<file path="src/rtl/core/sps_ram.sv">
// Generic single-write, single-read RAM with a registered read port.
module sps_ram #(
  parameter int unsigned WIDTH = 8,
  parameter int unsigned DEPTH = 16
) (
  input  logic                     clk_i,
  input  logic                     we_i,
  input  logic [$clog2(DEPTH)-1:0] waddr_i,
  input  logic [WIDTH-1:0]         wdata_i,
  input  logic                     re_i,
  input  logic [$clog2(DEPTH)-1:0] raddr_i,
  output logic [WIDTH-1:0]         rdata_o
);

  logic [WIDTH-1:0] mem_q [DEPTH];
  logic [WIDTH-1:0] rdata_q;

  always_ff @(posedge clk_i) begin
    if (we_i) begin
      mem_q[waddr_i] <= wdata_i;
    end
    if (re_i) begin
      rdata_q <= mem_q[raddr_i];
    end
  end

  assign rdata_o = rdata_q;

endmodule

</file>
<file path="config.mk">
export PLATFORM = sky130hd
export DESIGN_NAME = sps_ram
export DESIGN_NICKNAME = d
export VERILOG_FILES = /design/src/rtl/core/sps_ram.sv
export SDC_FILE = /design/constraint.sdc
export NUM_CORES = 1
export LEC_CHECK = 0
export BUFFER_PORTS_ARGS = -buffer_cell sky130_fd_sc_hd__buf_2
export CAP_MARGIN = 20
export CORE_AREA = 2 2 124 114
export DETAILED_ROUTE_END_ITERATION = 10
export DIE_AREA = 0 0 126 116
export HOLD_SLACK_MARGIN = 0.15
export PLACE_DENSITY = 0.52
export RECOVER_POWER = 25
export SYNTH_ARGS = -nofsm -noshare
export SYNTH_HDL_FRONTEND = slang
export SYNTH_SLANG_ARGS = --single-unit
</file>
<file path="constraint.sdc">
create_clock -name clk_i -period 4.8 [get_ports clk_i]
set_input_delay 0.96 -clock clk_i [delete_from_list [all_inputs] [get_ports clk_i]]
set_output_delay 0.96 -clock clk_i [all_outputs]
set_load 0.05 [all_outputs]
</file>
==> results.json <==
{
  "drc_errors": 0,
  "grt_pass1_wl_um": 15900,
  "p_int_mw": 2.24,
  "synth_area_per_cell_um2": 22.8,
  "fin_crit_sh_pct": 52.6,
  "insertion_delay_ns": 0.42,
  "rows": 40,
  "cts_buffers": 17,
  "grt_pass1_vias": 2448,
  "first_pass_iters": 4,
  "met1_length_um": 4680,
  "path_cells": "buf_2 > buf_12 > mux4_1 > a22oi_1 > nand2_1",
  "clockBufferDepth": 2,
  "dp.final_hpwl_um": 6350,
  "maxCapViolCount": 0,
  "min_period_ns": 2.53,
  "cp_max_fo": 19,
  "pwr-share-comb_pct": 4.9,
  "die_x_um": 126,
  "wl_met2_um": 4910,
  "via_count": 2393,
  "syn_inst": 229,
  "skew_ns": 0.0121,
  "pwr-share-seq_pct": 48.2,
  "wl_per_cell_um": 23.5,
  "final_cell_mix": "edfxtp_1, buf_2, mux4_2",
  "place.gp.congestion": 0.735,
  "synth_nets": 248,
  "ir_drop_mv": 0.248,
  "powerDensity_mw_per_mm2": 456,
  "antenna_found_initial": 0,
  "cpMaxStageDelayCell": "mux4_1",
  "postRouteAntennaNets": 0,
  "cts.clk_slew.worst_paths_ns": 0.06,
  "yosysSeqAreaShare_pct": 78.1,
  "run_status": "finished, final reports clean",
  "crit_type": "in2reg",
  "dp.cells": 417,
  "grt_max_degree": 33,
  "drt_iter0_drc": 226,
  "endpoint_kind": "flop",
  "p_sw_share_pct": 19.8,
  "tritoncts": "built",
  "grt_overflow": 0,
  "initial_utilization_pct": 39.6,
  "synth.yosys.warnings": 0,
  "worst_pin_slew_ns": 1.05,
  "cts_max_level": 4,
  "path_delay_family": "buffers and inverters",
  "r2r_setup_slack_ns": 3.24,
  "finalWirelength_um": 10600,
  "cpPeakStageDelay_ns": 0.58,
  "required_ns": 4.96,
  "numPortBuffers": 26,
  "synth_area_mm2": 0.00523,
  "top_layer_used": "met4",
  "cts_sinks": 136,
  "cp_data_arrival_time_ns": 2.69,
  "num-nets-final": 288,
  "core_mm2": 0.0132,
  "clockPowerShare_pct": 46.9,
  "post_cts_resized": 0,
  "final_common_cell": "edfxtp_1",
  "dieArea_mm2": 0.0146,
  "fmax_mhz": 396,
  "setup_viol": 0,
  "dr_wl_met3_um": 822,
  "switchingPower_uw": 552,
  "ios": 27,
  "max_slew_margin_pct": 29.4,
  "synth_cell_type_count": 18,
  "stdcell_count": 450,
  "cts_setup_buffers": 0,
  "maxSlewViolCount": 0,
  "cts_hold_buf": 0,
  "rsz0062_at_grt": "no",
  "start_kind": "primary input",
  "hold_viol_final": 0,
  "areaGrowthSynthToFinish_pct": 17.0,
  "viasPerCell": 5.32,
  "leakage_nw": 2.01,
  "hp-class": "reg2reg",
  "fin_tns_setup_ns": 0,
  "path_buf_inv": 2,
  "drive_above_1_share_pct": 24.1,
  "die_y_um": 116,
  "grtUsageTotal_pct": 15.9,
  "diodes": 0,
  "ys_ff_latch": 136,
  "cts.root.buffer_cell": "clkbuf_16"
}
[per-stage QoR]
step | cell area [um2] | setup WS (ns) | power [mW] | hold WS (ns) | utilization (%)
finish | 6110 | 2.27 | 2.79 | 0.748 | 46.3
global route | 6110 | 2.18 | 2.88 | 0.783 | 46.3
CTS | 6100 | 2.04 | 2.82 | 0.750 | 46.2
detailed placement | 5510 | 1.59 | 1.51 | 0.737 | 41.7
global placement | 5510 | 1.60 | 1.51 | 0.734 | 41.7
floorplan | 5230 | 2.35 | 1.46 | 0.705 | -
[cell families after synthesis]
logic type             Yosys count  share of synthesized area [%]
multiplexers                    32                           14.8
buffers and inverters           10                           1.65
flip-flops                     136                           78.1
AO/OA/AOI/OAI                   16                           2.30
AND/OR/NAND/NOR                 35                           3.14
[cells in the mapped netlist]
| cell type | count | area, um2 |
|---|---|---|
| mux4_1 | 14 | 368 |
| nand2_1 | 9 | 33.8 |
| edfxtp_1 | 136 | 4080 |
| nand2b_1 | 2 | 12.5 |
| or3b_2 | 1 | 8.76 |
| nand3b_1 | 2 | 15.0 |
| clkdlybuf4s25_2 | 3 | 30.0 |
| buf_6 | 3 | 33.8 |
| a22oi_1 | 16 | 120 |
| nand3_1 | 1 | 5.00 |
| mux4_2 | 18 | 405 |
| nor2b_1 | 1 | 6.26 |
| buf_4 | 1 | 7.51 |
| and2_1 | 1 | 6.26 |
| buf_2 | 3 | 15.0 |
| nor3_1 | 4 | 20.0 |
| nor2_1 | 13 | 48.8 |
| and2b_1 | 1 | 7.51 |
[final timing paths]
check / start / endpoint / cells after the start
worst min register to register: mem_q[13][0] / rdata_o[0] / 3
worst min-delay path: mem_q[13][0] / rdata_o[0] / 3
worst max-delay path: raddr_i[0] / rdata_o[3] / 5
worst max register to register: mem_q[1][3] / rdata_o[3] / 3
[registers in the layout, indices dropped and copies added, names as in the netlist]
register	count
mem_q	128
rdata_o	8
[power by group through the flow]
stage	sequential (mW)	combinational, mW	clock, mW
4_1_cts	1.35	0.139	1.33
3_3_place_gp	1.37	0.138	0
3_5_place_dp	1.37	0.139	0
2_1_floorplan	1.39	0.0675	0
6_report	1.35	0.137	1.31
5_1_grt	1.35	0.148	1.38
[layout make-up]
type                    count  area [um2]
clock inverters            14         161
well taps                 168         210
multi-input cells          83        1060
repair buffers             31         173
clock buffers              18         429
fillers                  1143        7100
flip-flops and latches    136        4080
[per-layer routing]
layer / global-route usage, % / vias up
met2: 24.3 / 81
met5: 0 / -
met1: 21.4 / 1233
met3: 4.66 / 13
met4: 7.03 / 0
li1: - / 1066
[worst register-to-register path, stage by stage, from the launching register on]
cell	delay, ns
edfxtp_1	0.34
mux4_1	0.52
a22oi_1	0.36
nand2_1	0.09
Note: power is estimated with default switching activity, not from simulation.
