[src/rtl/core/sps_pkg.sv]
// Package with shared constants, codes and types of the slot pool free stack.
package sps_pkg;

  localparam int unsigned SLOTS  = 1024;
  localparam int unsigned SLOT_W = 10;
  localparam int unsigned CNT_W  = 11;
  localparam int unsigned SIZE_W = 16;
  localparam int unsigned OFS_W  = 26;
  localparam int unsigned ADDR_W = 3;

  localparam logic [CNT_W-1:0] SLOTS_CNT = CNT_W'(SLOTS);

  localparam logic [1:0] CMD_INIT    = 2'd0;
  localparam logic [1:0] CMD_ACQUIRE = 2'd1;
  localparam logic [1:0] CMD_RELEASE = 2'd2;
  localparam logic [1:0] CMD_LOCATE  = 2'd3;

  localparam logic [1:0] STAT_OK    = 2'd0;
  localparam logic [1:0] STAT_EMPTY = 2'd1;
  localparam logic [1:0] STAT_RANGE = 2'd2;
  localparam logic [1:0] STAT_FULL  = 2'd3;

  localparam logic REG_SLOT_COUNT = 1'b0;
  localparam logic REG_SLOT_SIZE  = 1'b1;

  typedef enum logic [1:0] {
    S_IDLE,
    S_FILL,
    S_POP
  } state_e;

  typedef struct packed {
    logic [CNT_W-1:0]  slot_count;
    logic [SIZE_W-1:0] slot_size;
  } cfg_t;

endpackage

[src/rtl/core/sps_cfg.sv]
// APB register block holding the slot count and the slot size.
module sps_cfg
  import sps_pkg::*;
(
  input  logic              clk_i,
  input  logic              rst_ni,
  input  logic              psel,
  input  logic              penable,
  input  logic              pwrite,
  input  logic [ADDR_W-1:0] paddr,
  input  logic [31:0]       pwdata,
  output logic [31:0]       prdata,
  output logic              pready,
  output cfg_t              cfg_o
);

  logic [CNT_W-1:0]  slot_count_q;
  logic [SIZE_W-1:0] slot_size_q;
  logic              wr_en;

  // Registers are word aligned; the low address bits are not decoded.
  assign wr_en  = psel & penable & pwrite;
  assign pready = 1'b1;

  always_ff @(posedge clk_i or negedge rst_ni) begin
    if (!rst_ni) begin
      slot_count_q <= CNT_W'(1024);
      slot_size_q  <= SIZE_W'(2048);
    end else if (wr_en) begin
      if (paddr[2] == REG_SLOT_COUNT) begin
        slot_count_q <= pwdata[CNT_W-1:0];
      end else begin
        slot_size_q <= pwdata[SIZE_W-1:0];
      end
    end
  end

  always_comb begin
    if (paddr[2] == REG_SLOT_COUNT) begin
      prdata = {{(32-CNT_W){1'b0}}, slot_count_q};
    end else begin
      prdata = {{(32-SIZE_W){1'b0}}, slot_size_q};
    end
  end

  assign cfg_o.slot_count = slot_count_q;
  assign cfg_o.slot_size  = slot_size_q;

endmodule

[config.mk]
export PLATFORM = sky130hd
export DESIGN_NAME = sps_cfg
export DESIGN_NICKNAME = d
export VERILOG_FILES = /design/src/rtl/core/sps_pkg.sv /design/src/rtl/core/sps_cfg.sv
export SDC_FILE = /design/constraint.sdc
export NUM_CORES = 1
export LEC_CHECK = 0
export BUFFER_PORTS_ARGS = -buffer_cell sky130_fd_sc_hd__buf_2
export CORE_ASPECT_RATIO = 1.4
export CORE_MARGIN = 3
export CORE_UTILIZATION = 43
export CTS_CLUSTER_SIZE = 12
export DETAILED_ROUTE_END_ITERATION = 8
export GPL_ROUTABILITY_DRIVEN = 1
export GPL_TIMING_DRIVEN = 0
export PLACE_DENSITY = 0.84
export SYNTH_ARGS = -nofsm -noshare
export SYNTH_HDL_FRONTEND = slang
export SYNTH_SLANG_ARGS = --single-unit
[constraint.sdc]
create_clock -name clk_i -period 1.5 [get_ports clk_i]
set_clock_uncertainty 0.2 [all_clocks]
set_input_delay 0 -clock clk_i [delete_from_list [all_inputs] [get_ports clk_i]]
set_output_delay 0 -clock clk_i [all_outputs]
set_load 0.005 [all_outputs]
==> impl_metrics.yaml <==
clock_tree:
  cts_tree: "yes"
  clk_latency_ns: 0.27
  postCtsResizedCells: 0
  clkTransAtPathRegs_ns: 0.09
  cts.sinks: 27
  h-tree-depth: 1
  cts_inserted_buffers: 3
  root_buffer: "clkbuf_8"
  cts_buffer_depth: 2
worst_setup_path:
  path_max_fanout: 10
  crit_type: "in2reg"
  critical_path_arrival_ns: 1.35
  crit_slowest_cell: "dlygate4sd3_1"
  crit_path_end_kind: "flip-flop"
  cp.required_ns: 1.46
  worstPathCellList: "buf_6, dlygate4sd3_1, nand4b_4, buf_6, mux2_2"
  crit_family: "buffers and inverters"
  max_stage_delay_ns: 0.58
  crit_buf_inv: 3
  start_kind: "input pin"
  cp_common_cell: "buf_6"
power:
  p_leak_nw: 1.131
  swShare_pct: 27.56
  ir_worst_vdd_mv: 0.5888
  p_per_area_nw_per_um2: 1028
  p_sw_mw: 0.5932
  p_seq_share_pct: 47.0
  combPwrFrac_pct: 34.3
  intPower_mw: 1.559
  p_clk_share_pct: 18.6
cells_and_area:
  fillers: 234
  drive_above_1_share_pct: 66.17
  syn_to_final_growth_pct: 49.87
  multi_input_area_um2: 609.3
  design_area_um2: 2095
  diodes: 0
  regArea_um2: 678.2
  final_nets: 242
die:
  ios: 100
  die-area_um2: 3980
  die_y_um: 73.46
  core_um2: 2993
  start_util_pct: 46.70
  rows: 23
  die_w_um: 54.18
route:
  viasPerCell: 4.521
  dr.pass1.iters: 2
  vias: 1076
  postRouteAntennaNets: 0
  wire_per_inst_um: 13.78
  drc: 0
  drt_wl_total_mm: 3.280
  drt_iter0_drc: 2
global_routing:
  track_usage_pct: 18.07
  grt_overflow: 0
  grt_antenna_before_repair: 0
  grt_pass1_wl_mm: 5.188
  grt_max_degree: 28
  grt_pass1_vias: 1106
timing:
  tightest_slew_ns: 0.5795
  slew_headroom_pct: 61.37
  setup_viol: 0
  fin_crit_sh_pct: 93.08
  fin_crit_ns: 1.396
  setup_tns_ns: 0
  report.final.hold_viol_count: 0
  fmax_ghz: 0.7162
  slew_viol_final: 0
  hold-worst-slack_ns: 0.02995
  rsz0062_at_grt: "false"
yosys:
  synth_area_leaders: "dfrtp_1 (45%), mux2_2 (22%), mux2_4 (12%)"
  synth_top_family_by_area: "multiplexers"
  synthAdderAreaFrac_pct: 0
  synth_mux_area_share_pct: 33.57
  yosys.area_share.xor_xnor_pct: 0
  synthCells: 95
  yosysTopAreaCellShare_pct: 44.76
  yosysWarningCount: 0
  yosys.area_share.simple_pct: 5.461
  syn_area_um2: 1398
  synth_cell_types: 11
  postSynthAreaPerCell_um2: 14.71
  ys_seq_area_share_pct: 48.52
  yosysTopAreaCell: "dfrtp_1"
  synth_compound_area_share_pct: 0
  ys_ff_latch: 27
place:
  numPortBuffers: 63
  gp_congestion: 0.6496
  placedInstanceArea_um2: 1815
  dpl.hpwl_mm: 2.290
run:
  drv_cap: 0
hold_path:
  min_path_type: "in2reg"
run_status:
  status: "complete, no violations"
power by group through the flow:
stage	combinational [mW]	clock [mW]	sequential (mW)
after CTS	0.741	0.421	1.01
final	0.739	0.401	1.01
after detailed placement	0.694	0	1.02
after global placement	0.677	0	1.01
after global routing	0.810	0.452	1.04
after floorplan	0.346	0	1.03
state kept, by name (all words and copies together) (netlist names):
name and cells:
slot_size_q 16, slot_count_q 11
layout make-up:
cell class	count	area share [%]
plain buffers	21	7.945
clock buffers	3	1.971
clock inverters	1	0.2389
multi-input cells	62	29.09
flip-flops and latches	27	32.38
well taps	37	2.210
repair buffers	87	26.16
per-stage QoR:
stage	setup slack, ns	std cells	utilization [%]	power (mW)
global route	0.06150	238	69.98	2.300
finish	0.1038	238	69.98	2.152
floorplan	0.4570	110	-	1.371
global placement	0.3411	210	60.66	1.682
CTS	0.02356	235	69.23	2.172
detailed placement	0.3318	210	60.66	1.717
synth_stat cells:
master    number
and2_1         5
buf_2          1
buf_4         17
buf_6          3
conb_1         2
dfrtp_1       25
dfstp_2        2
mux2_2        27
mux2_4        11
nand4_4        1
nand4b_4       1
cell usage in the layout (no fill, tap or decap):
cell type and instances:
nand4_4 1, nand4b_4 1, dfstp_2 2, buf_6 3
dlygate4sd3_1 21, buf_4 20, dfrtp_1 25, mux2_2 27
mux2_4 11, clkbuf_8 3, buf_2 64, clkinv_2 1
conb_1 17, and2_1 5
layer usage:
metal  up-vias  GRT usage [%]  wire length [um]
met5         -              0                 0
met4         0          6.648                41
met3         6          4.462               314
met2        60          32.89              1750
met1       505          19.26              1173
li1        505              -                 -
final timing paths:
check / start / end / cells after the start / slack, ns
setup / recovery: paddr[2] / slot_count_q[9]$_DFFE_PN0P_ / 5 / 0.10
hold / removal: paddr[2] / slot_size_q[15]$_DFFE_PN0P_ / 4 / 0.03
setup reg to reg: slot_count_q[4]$_DFFE_PN0P_ / slot_count_q[4]$_DFFE_PN0P_ / 1 / 0.51
hold reg to reg: slot_size_q[14]$_DFFE_PN0P_ / slot_size_q[14]$_DFFE_PN0P_ / 1 / 0.33
max in group asynchronous: rst_ni / slot_count_q[4]$_DFFE_PN0P_ / 2 / 0.65
min in group asynchronous: rst_ni / slot_size_q[14]$_DFFE_PN0P_ / 2 / 0.07
cell families (layout without fill, tap and decap cells):
| logic type | count (synthesis) | in the layout |
|---|---|---|
| AND/OR/NAND/NOR | 7 | 7 |
| other | 2 | 17 |
| multiplexers | 38 | 38 |
| buffers and inverters | 21 | 112 |
| flip-flops | 27 | 27 |
tightest hold or removal path, delay by kind of cell:
family,cells,cell delay [ns]
mux,1,0.14
simple gates,1,0.10
buf+inv,2,0.22
timing repair:
item / 4_1_cts / 5_1_grt
hold buffers: 21 / 1
hold endpoints to repair: 54 / 1
setup endpoints to repair: 0 / 10
setup buffers: 0 / 3
No activity file was read; power rests on OpenSTA's default activity.
