`src/rtl/core/sps_pkg.sv`:
```
// Package with shared constants, codes and types of the slot pool free stack.
package sps_pkg;

  localparam int unsigned SLOTS  = 1024;
  localparam int unsigned SLOT_W = 10;
  localparam int unsigned CNT_W  = 11;
  localparam int unsigned SIZE_W = 16;
  localparam int unsigned OFS_W  = 26;
  localparam int unsigned ADDR_W = 3;

  localparam logic [CNT_W-1:0] SLOTS_CNT = CNT_W'(SLOTS);

  localparam logic [1:0] CMD_INIT    = 2'd0;
  localparam logic [1:0] CMD_ACQUIRE = 2'd1;
  localparam logic [1:0] CMD_RELEASE = 2'd2;
  localparam logic [1:0] CMD_LOCATE  = 2'd3;

  localparam logic [1:0] STAT_OK    = 2'd0;
  localparam logic [1:0] STAT_EMPTY = 2'd1;
  localparam logic [1:0] STAT_RANGE = 2'd2;
  localparam logic [1:0] STAT_FULL  = 2'd3;

  localparam logic REG_SLOT_COUNT = 1'b0;
  localparam logic REG_SLOT_SIZE  = 1'b1;

  typedef enum logic [1:0] {
    S_IDLE,
    S_FILL,
    S_POP
  } state_e;

  typedef struct packed {
    logic [CNT_W-1:0]  slot_count;
    logic [SIZE_W-1:0] slot_size;
  } cfg_t;

endpackage

```
`src/rtl/core/sps_ctrl.sv`:
```
// Command sequencer: stack pointer, init fill walk, pop wait and result register.
module sps_ctrl
  import sps_pkg::*;
(
  input  logic              clk_i,
  input  logic              rst_ni,
  input  cfg_t              cfg_i,
  input  logic              in_valid_i,
  output logic              in_ready_o,
  input  logic [1:0]        command_i,
  input  logic [SLOT_W-1:0] slot_i,
  output logic              out_valid_o,
  input  logic              out_ready_i,
  output logic [1:0]        status_o,
  output logic [SLOT_W-1:0] granted_o,
  output logic [OFS_W-1:0]  offset_o,
  output logic [CNT_W-1:0]  free_count_o,
  output logic              ram_we_o,
  output logic [SLOT_W-1:0] ram_waddr_o,
  output logic [SLOT_W-1:0] ram_wdata_o,
  output logic              ram_re_o,
  output logic [SLOT_W-1:0] ram_raddr_o,
  input  logic [SLOT_W-1:0] ram_rdata_i
);

  state_e            state_q, state_d;
  logic [CNT_W-1:0]  top_q, top_d;
  logic [SLOT_W-1:0] fill_idx_q, fill_idx_d;
  logic [SLOT_W-1:0] fill_last_q, fill_last_d;
  logic              out_valid_q;
  logic [1:0]        status_q, status_d;
  logic [SLOT_W-1:0] granted_q, granted_d;
  logic [OFS_W-1:0]  offset_q, offset_d;
  logic [CNT_W-1:0]  free_q;
  logic              load;
  logic              accept;
  logic [CNT_W-1:0]  eff_n;
  logic              bad_cfg;
  logic              slot_oor;
  logic [CNT_W-1:0]  top_dec;
  logic [OFS_W-1:0]  product;

  assign eff_n    = (cfg_i.slot_count > SLOTS_CNT) ? SLOTS_CNT : cfg_i.slot_count;
  assign bad_cfg  = (eff_n == '0) || (cfg_i.slot_size == '0);
  assign slot_oor = {1'b0, slot_i} >= eff_n;
  assign top_dec  = top_q - CNT_W'(1);
  assign product  = OFS_W'(slot_i) * OFS_W'(cfg_i.slot_size);
  assign accept   = in_valid_i & in_ready_o;

  always_comb begin
    state_d = state_q;
    case (state_q)
      S_IDLE: begin
        if (accept) begin
          if (command_i == CMD_INIT && !bad_cfg) begin
            state_d = S_FILL;
          end else if (command_i == CMD_ACQUIRE && top_q != '0) begin
            state_d = S_POP;
          end
        end
      end
      S_FILL: begin
        if (fill_idx_q == fill_last_q) begin
          state_d = S_IDLE;
        end
      end
      S_POP: begin
        state_d = S_IDLE;
      end
      default: begin
        state_d = S_IDLE;
      end
    endcase
  end

  always_comb begin
    in_ready_o  = (state_q == S_IDLE) && (!out_valid_q || out_ready_i);
    top_d       = top_q;
    fill_idx_d  = fill_idx_q;
    fill_last_d = fill_last_q;
    ram_we_o    = 1'b0;
    ram_waddr_o = top_q[SLOT_W-1:0];
    ram_wdata_o = slot_i;
    ram_re_o    = 1'b0;
    ram_raddr_o = top_dec[SLOT_W-1:0];
    load        = 1'b0;
    status_d    = STAT_OK;
    granted_d   = '0;
    offset_d    = '0;
    case (state_q)
      S_IDLE: begin
        if (accept) begin
          case (command_i)
            CMD_INIT: begin
              if (bad_cfg) begin
                top_d    = '0;
                status_d = STAT_RANGE;
                load     = 1'b1;
              end else begin
                fill_idx_d  = '0;
                fill_last_d = SLOT_W'(eff_n - CNT_W'(1));
              end
            end
            CMD_ACQUIRE: begin
              if (top_q == '0) begin
                status_d = STAT_EMPTY;
                load     = 1'b1;
              end else begin
                top_d    = top_dec;
                ram_re_o = 1'b1;
              end
            end
            CMD_RELEASE: begin
              load = 1'b1;
              if (slot_oor) begin
                status_d = STAT_RANGE;
              end else if (top_q >= eff_n) begin
                status_d = STAT_FULL;
              end else begin
                ram_we_o = 1'b1;
                top_d    = top_q + CNT_W'(1);
              end
            end
            default: begin
              load = 1'b1;
              if (slot_oor) begin
                status_d = STAT_RANGE;
              end else begin
                offset_d = product;
              end
            end
          endcase
        end
      end
      S_FILL: begin
        // Entry i holds n-1-i, so slot 0 sits on top when the walk ends.
        ram_we_o    = 1'b1;
        ram_waddr_o = fill_idx_q;
        ram_wdata_o = fill_last_q - fill_idx_q;
        fill_idx_d  = fill_idx_q + SLOT_W'(1);
        if (fill_idx_q == fill_last_q) begin
          top_d = {1'b0, fill_last_q} + CNT_W'(1);
          load  = 1'b1;
        end
      end
      S_POP: begin
        granted_d = ram_rdata_i;
        load      = 1'b1;
      end
      default: begin
      end
    endcase
  end

  always_ff @(posedge clk_i or negedge rst_ni) begin
    if (!rst_ni) begin
      state_q     <= S_IDLE;
      top_q       <= '0;
      out_valid_q <= 1'b0;
    end else begin
      state_q <= state_d;
      top_q   <= top_d;
      if (load) begin
        out_valid_q <= 1'b1;
      end else if (out_ready_i) begin
        out_valid_q <= 1'b0;
      end
    end
  end

  always_ff @(posedge clk_i) begin
    fill_idx_q  <= fill_idx_d;
    fill_last_q <= fill_last_d;
    if (load) begin
      status_q  <= status_d;
      granted_q <= granted_d;
      offset_q  <= offset_d;
      free_q    <= top_d;
    end
  end

  assign out_valid_o  = out_valid_q;
  assign status_o     = status_q;
  assign granted_o    = granted_q;
  assign offset_o     = offset_q;
  assign free_count_o = free_q;

endmodule

```
`config.mk`:
```
export PLATFORM = sky130hd
export DESIGN_NAME = sps_ctrl
export DESIGN_NICKNAME = d
export VERILOG_FILES = /design/src/rtl/core/sps_pkg.sv /design/src/rtl/core/sps_ctrl.sv
export SDC_FILE = /design/constraint.sdc
export NUM_CORES = 1
export LEC_CHECK = 0
export BUFFER_PORTS_ARGS = -buffer_cell sky130_fd_sc_hd__buf_4
export CAP_MARGIN = 20
export CORE_ASPECT_RATIO = 1.1
export CORE_MARGIN = 2
export CORE_UTILIZATION = 30
export CTS_CLUSTER_SIZE = 10
export DETAILED_ROUTE_END_ITERATION = 8
export GPL_ROUTABILITY_DRIVEN = 1
export GPL_TIMING_DRIVEN = 1
export PLACE_DENSITY = 0.54
export SYNTH_ARGS = -nofsm -noshare
export SYNTH_HDL_FRONTEND = slang
export SYNTH_SLANG_ARGS = --single-unit
```
`constraint.sdc`:
```
create_clock -name clk_i -period 7.85 [get_ports clk_i]
set_clock_uncertainty 0.15 [all_clocks]
set_input_delay 0 -clock clk_i [delete_from_list [all_inputs] [get_ports clk_i]]
set_output_delay 0 -clock clk_i [all_outputs]
set_load 0.02 [all_outputs]
```
==> results.cfg, run 1 <==
[clock_network]
clk-insertion-delay-late_ns = 0.35
htree_levels = 3
cts.sinks = 83
cts.path.max_buffers = 2
clk_pin_slew_worst_paths_ns = 0.07
cts_root_buffer = clkbuf_16
cts_made_buffers = 9
cts_tree = yes

[timing]
worstMarginPinSlew_ns = 0.723
drv_slew = 0
slew_headroom = 0.516
setup_tns_ns = 0
timing.final.crit_share = 0.683
rsz0062_at_grt = false
fmax_ghz = 0.187
final-setup-viol-count = 0
period_minus_slack_ns = 5.36
finalHoldViolCount = 0

[placed_design]
hpwlAfterDp_um = 23900
io_buffers = 135
placed_cell_area_sq_um = 11800
gp_congestion = 0.899

[drt]
wire_per_inst_um = 17.2
ant_nets = 0
routed_wl_um = 29700
drc = 0
vias = 8423
drtIter0Drc = 582
vias_per_cell = 4.89
dr.pass1.iters = 6

[pwr]
power.switching_mw = 1.29
swShare = 0.458
internal_power_mw = 1.53
p_leak_nw = 5.79
comb_power_share = 0.675
total_power_mw = 2.82
p_clk_frac = 0.157
power_density_nw_per_um2 = 228
peakVddDrop_mv = 0.201
seqPwrFrac = 0.168

[job]
max-cap-violations = 0

[floorplan]
dieArea_sq_um = 36500
start_util = 0.305
die_x_um = 182
die_h_um = 200
core-area_sq_um = 34400
num_rows = 71
ioPinCount = 136

[global_routing]
grt_first_pass_wirelength_um = 48300
overflow = 0
grt_usage = 0.166
grt_pass1_vias = 8772
antenna_found_initial = 0
grt_max_degree = 45

[critical_path]
max_stage_delay_ns = 0.56
worst_setup_path_end_kind = flip-flop
reg2reg_setup_slack_ns = 4.47
critPathBufInv = 5
criticalPathCategory = input pin to flip-flop
slowest_stage = fa_1
cp_data_required_time_ns = 7.78
crit_family = adder cells
crit_path_start_kind = input pin
path_max_fanout = 11
cp_cell_sequence = dlygate4sd3_1 -> buf_4 -> nand2_1 -> fa_1 -> fa_1 -> inv_1 -> fa_1 -> fa_1 -> inv_1 -> fa_1 -> inv_1 -> ha_1 -> nor2_1 -> a21oi_1 -> nand3_1 -> a211oi_1 -> o2111ai_1 -> a41oi_1 -> o21a_1 -> nor3_1
cp_common_cell = fa_1
cp.arrival_ns = 5.30

[final_layout]
drive_gt1_frac = 0.140
fillers = 3480
n_antenna_cell = 0
layout-area-overhead-vs-synth_pct = 17.7
final_area_sq_um = 12400
utilization = 0.359
final_nets = 1541

[synthesis]
syn_area_per_cell_sq_um = 9.04
yosysWarnings = 0
ys_top_cells_by_area = fa_1 21%, edfxtp_1 20%, ha_1 11%
netlist_area_sq_um = 10500
synth-edff-count = 69
yosys.area.top_type = fa_1
synthTopCellsByCount = 157 x nand2_1, 145 x inv_1, 111 x fa_1
yosysMostFrequentCell = nand2_1
synth_cell_types = 82
synth_nets = 1421
synthFlopType = edfxtp_1
yosysSeqAreaShare = 0.231
synth_top_area_share = 0.212
ys_async_sr_fraction = 0.169
ys_seq_elements = 83
syn-instance-count = 1161

[hold_path]
hold_class = input pin to flip-flop

[status]
status = complete, no violations
## cells in the final DEF, fill, tap and decap left out, types with 5 or more instances in the layout
master,n
nand2_1,157
inv_1,145
buf_4,139
fa_1,111
ha_1,96
and2_1,95
nor2_1,79
edfxtp_1,69
o21ai_0,48
a21oi_1,35
xnor2_1,33
nand3_1,29
dlygate4sd3_1,24
xor2_1,21
nor3_1,18
dfrtp_1,14
nand2b_1,12
nand4_1,11
a211oi_1,10
o21a_1,10
and3_1,9
clkbuf_16,9
o211ai_1,8
a21o_1,7
nor4_1,6
nor2b_1,6
a31oi_1,5
## area by class of cell
type,instances,area [sq um],area share
Clock inverter,7,75.1,0.00608
Sequential cell,83,2420,0.196
Tap cell,438,548,0.0444
Inverter,146,548,0.0444
Multi-Input combinational cell,878,7250,0.587
Clock buffer,9,225,0.0182
Timing Repair Buffer,163,1280,0.104
## per-layer routing
layer,routed length [um],global-route usage,up-vias
met4,405,0.0349,0
met5,0,0,-
met3,1270,0.0207,28
met2,13900,0.277,230
met1,14100,0.231,4085
li1,-,-,4080
## power groups by stage
stage	clock network [mW]	registers (mW)	logic, mW
floorplan	0	0.482	1.49
global placement	0	0.482	1.90
detailed placement	0	0.482	1.88
CTS	0.456	0.472	1.91
global route	0.472	0.472	2.21
finish	0.444	0.472	1.90
## cell families after synthesis
group,after synthesis,share of synthesized area
xor gates and xnor gates,54,0.0451
buffers and inverters,200,0.0782
AOI/OAI and AO/OA,170,0.108
muxes,1,0.00107
adders and majority gates,207,0.326
and+or+nand+nor,446,0.210
DFF,83,0.231
## final timing paths
path,from,to,cells past startpoint
max,cfg_i[0],offset_o[24],20
min,cfg_i[22],fill_last_q[6],3
max reg2reg,top_q[0],free_count_o[9],10
min reg2reg,out_valid_o,out_valid_o,2
max in group asynchronous,rst_ni,top_q[8],3
min in group asynchronous,rst_ni,out_valid_o,3
## stage by stage
step | std cells | setup slack [ns] | hold WS, ns
2_1_floorplan | 1161 | 2.58 | -0.446
3_3_place_gp | 1684 | 2.53 | -0.277
3_5_place_dp | 1684 | 2.44 | -0.280
4_1_cts | 1724 | 2.44 | 0.0328
5_1_grt | 1724 | 2.19 | 0.0373
6_report | 1724 | 2.49 | 0.0318
## sequential cells by signal (all words and copies together) (netlist names)
name / flops
fill_idx_q: 10
fill_last_q: 10
free_count_o: 11
granted_o: 10
offset_o: 26
out_valid_o: 1
state_q: 2
status_o: 2
top_q: 11
## repair_timing
action                                 in CTS  in global routing
endpoints found under the hold margin      34                  0
buffers inserted                            0                  0
hold buffers                               24                  0
gates resized for setup                     0                  0
## worst reg2reg max path: stages (launching register included)
cell and delay, ns:
dfrtp_1 0.42, inv_1 0.23, ha_1 0.27, nand2b_1 0.14, a211oi_1 0.27, o21a_1 0.18, o21ai_1 0.10, a2bb2oi_2 0.55
nand2_1 0.28, or4_1 0.53, nand3_1 0.12
Note: power is estimated with default switching activity, not from simulation.
==> run 2: changes to the inputs <==
--- a/config.mk
+++ b/config.mk
@@ -14,7 +14,7 @@
 export DETAILED_ROUTE_END_ITERATION = 8
 export GPL_ROUTABILITY_DRIVEN = 1
 export GPL_TIMING_DRIVEN = 1
-export PLACE_DENSITY = 0.54
+export PLACE_DENSITY = 0.56
 export SYNTH_ARGS = -nofsm -noshare
 export SYNTH_HDL_FRONTEND = slang
 export SYNTH_SLANG_ARGS = --single-unit
==> constraint.sdc (replaced) <==
create_clock -name clk_i -period 4.9 [get_ports clk_i]
set_clock_uncertainty 0.15 [all_clocks]
set_input_delay 0 -clock clk_i [delete_from_list [all_inputs] [get_ports clk_i]]
set_output_delay 0 -clock clk_i [all_outputs]
set_load 0.02 [all_outputs]
==> results.cfg, run 2 (synthesis gave the netlist of run 1 again) <==
[status]
status = complete, no violations

[clock_network]
clk-insertion-delay-late_ns = 0.36
cts_tree = yes
htree_levels = 3
cts_made_buffers = 9
cts_root_buffer = clkbuf_16
post_cts_buffers = 0
clk_pin_slew_worst_paths_ns = 0.08
cts.path.max_buffers = 2
cts.sinks = 83

[global_routing]
grt_pass1_vias = 9259
grt_first_pass_wirelength_um = 49400
grt_max_degree = 51
overflow = 0
antenna_found_initial = 0
grt_usage = 0.170

[final_layout]
drive_gt1_frac = 0.205
final_cell_mix = 217 x buf_4, 156 x nand2_1, 145 x inv_1
n_antenna_cell = 0
largest_register_ffs = 26
final_common_cell = buf_4
final_nets = 1625
utilization = 0.382
layout-area-overhead-vs-synth_pct = 25.2

[floorplan]
die_h_um = 200
core-area_sq_um = 34400
die_x_um = 182
ioPinCount = 136
num_rows = 71
dieArea_sq_um = 36500
start_util = 0.305

[timing]
worstMarginPinSlew_ns = 1.05
timing.final.crit_share = 0.956
whs_ns = 0.0261
fmax_ghz = 0.213
rsz0062_at_grt = true
setup_tns_ns = 0
finalHoldViolCount = 0
final-setup-viol-count = 0
drv_slew = 0
period_minus_slack_ns = 4.69
slew_headroom = 0.297
fin_ws_ns = 0.215

[drt]
wire_per_inst_um = 16.8
routed-wl-met3_um = 1380
wl_met2_um = 15400
dr.pass1.iters = 5
vias = 8869
routed_wl_um = 30300
dr.max_layer_used = met4
drtIter0Drc = 542
ant_nets = 0
vias_per_cell = 4.91
wl_met1_um = 13100
drc = 0

[job]
max-cap-violations = 0

[critical_path]
criticalPathCategory = input pin to flip-flop
cp.arrival_ns = 4.59
cp_common_cell = fa_1
reg2reg_setup_slack_ns = 1.85
path_max_fanout = 6
slowest_stage = fa_1
startpoint = cfg_i[10]
cp_cell_sequence = buf_4 -> buf_4 -> nand2_1 -> fa_1 -> inv_1 -> fa_1 -> fa_1 -> fa_1 -> inv_1 -> fa_1 -> inv_1 -> ha_1 -> nand3_1 -> nor2_1 -> nand3_2 -> a211oi_2 -> o2111ai_1 -> a41oi_2 -> o21a_1 -> nor3_1
crit_path_start_kind = input pin
timing.rr.start = fill_idx_q[3]
cp_data_required_time_ns = 4.81
max_stage_delay_ns = 0.57
rr_worst_depth = 8
reg2reg_to = offset_o[6]
worst_setup_path_end_kind = flip-flop

[placed_design]
hpwlAfterDp_um = 24600
gp_congestion = 0.890
dp_slack_ns = -0.248
io_buffers = 135

[hold_path]
hold_class = input pin to flip-flop
hp-start = cfg_i[23]
hold_end = fill_last_q[7]
hold_path_depth = 3

[pwr]
power_density_nw_per_um2 = 415
peakVddDrop_mv = 0.455
p_leak_nw = 6.21
[run 2: how the worst max path moves through the flow]
stage / slack, ns / endpoint
after floorplan: 0.006 / offset_o[24]
after global placement: -0.25 / offset_o[17]
after detailed placement: -0.25 / offset_o[17]
after CTS: 0.11 / offset_o[17]
after global routing: -0.05 / offset_o[24]
final: 0.21 / offset_o[24]
[run 2: metal layers]
metal	up-vias	GRT usage
met3	36	0.0264
li1	4242	-
met1	4343	0.213
met2	248	0.307
met5	-	0
met4	0	0.0377
[run 2: timing repair]
item	4_1_cts	5_1_grt
hold buffers	30	0
hold endpoints to repair	39	0
resized for setup	0	26
endpoints found under the setup margin	0	9
[run 2: cell type report]
type | instances | area (sq um)
Inverter | 146 | 548
Fill cell | 3451 | 21200
Timing Repair Buffer | 247 | 1930
Multi-Input combinational cell | 878 | 7380
Tap cell | 438 | 548
Clock inverter | 7 | 81.3
Clock buffer | 9 | 225
Sequential cell | 83 | 2420
[run 2: critical path, delay by kind of cell]
family                     cells  cell delay [ns]
adders and majority gates      6             2.93
AOI/OAI and AO/OA              4             0.75
and+or+nand+nor                5             0.49
buffers and inverters          5             0.42
[run 2: power by group]
part	switching, mW	internal (mW)
registers	0.000000283	0.756
clock network	0.347	0.364
logic	2.03	1.95
total	2.38	3.07
[run 2: stage by stage]
step | cells | power (mW) | area (sq um)
final | 1808 | 5.45 | 13100
after global routing | 1808 | 6.02 | 13100
after CTS | 1808 | 5.29 | 13000
after detailed placement | 1762 | 4.51 | 12400
after global placement | 1762 | 4.50 | 12400
after floorplan | 1161 | 3.19 | 10600
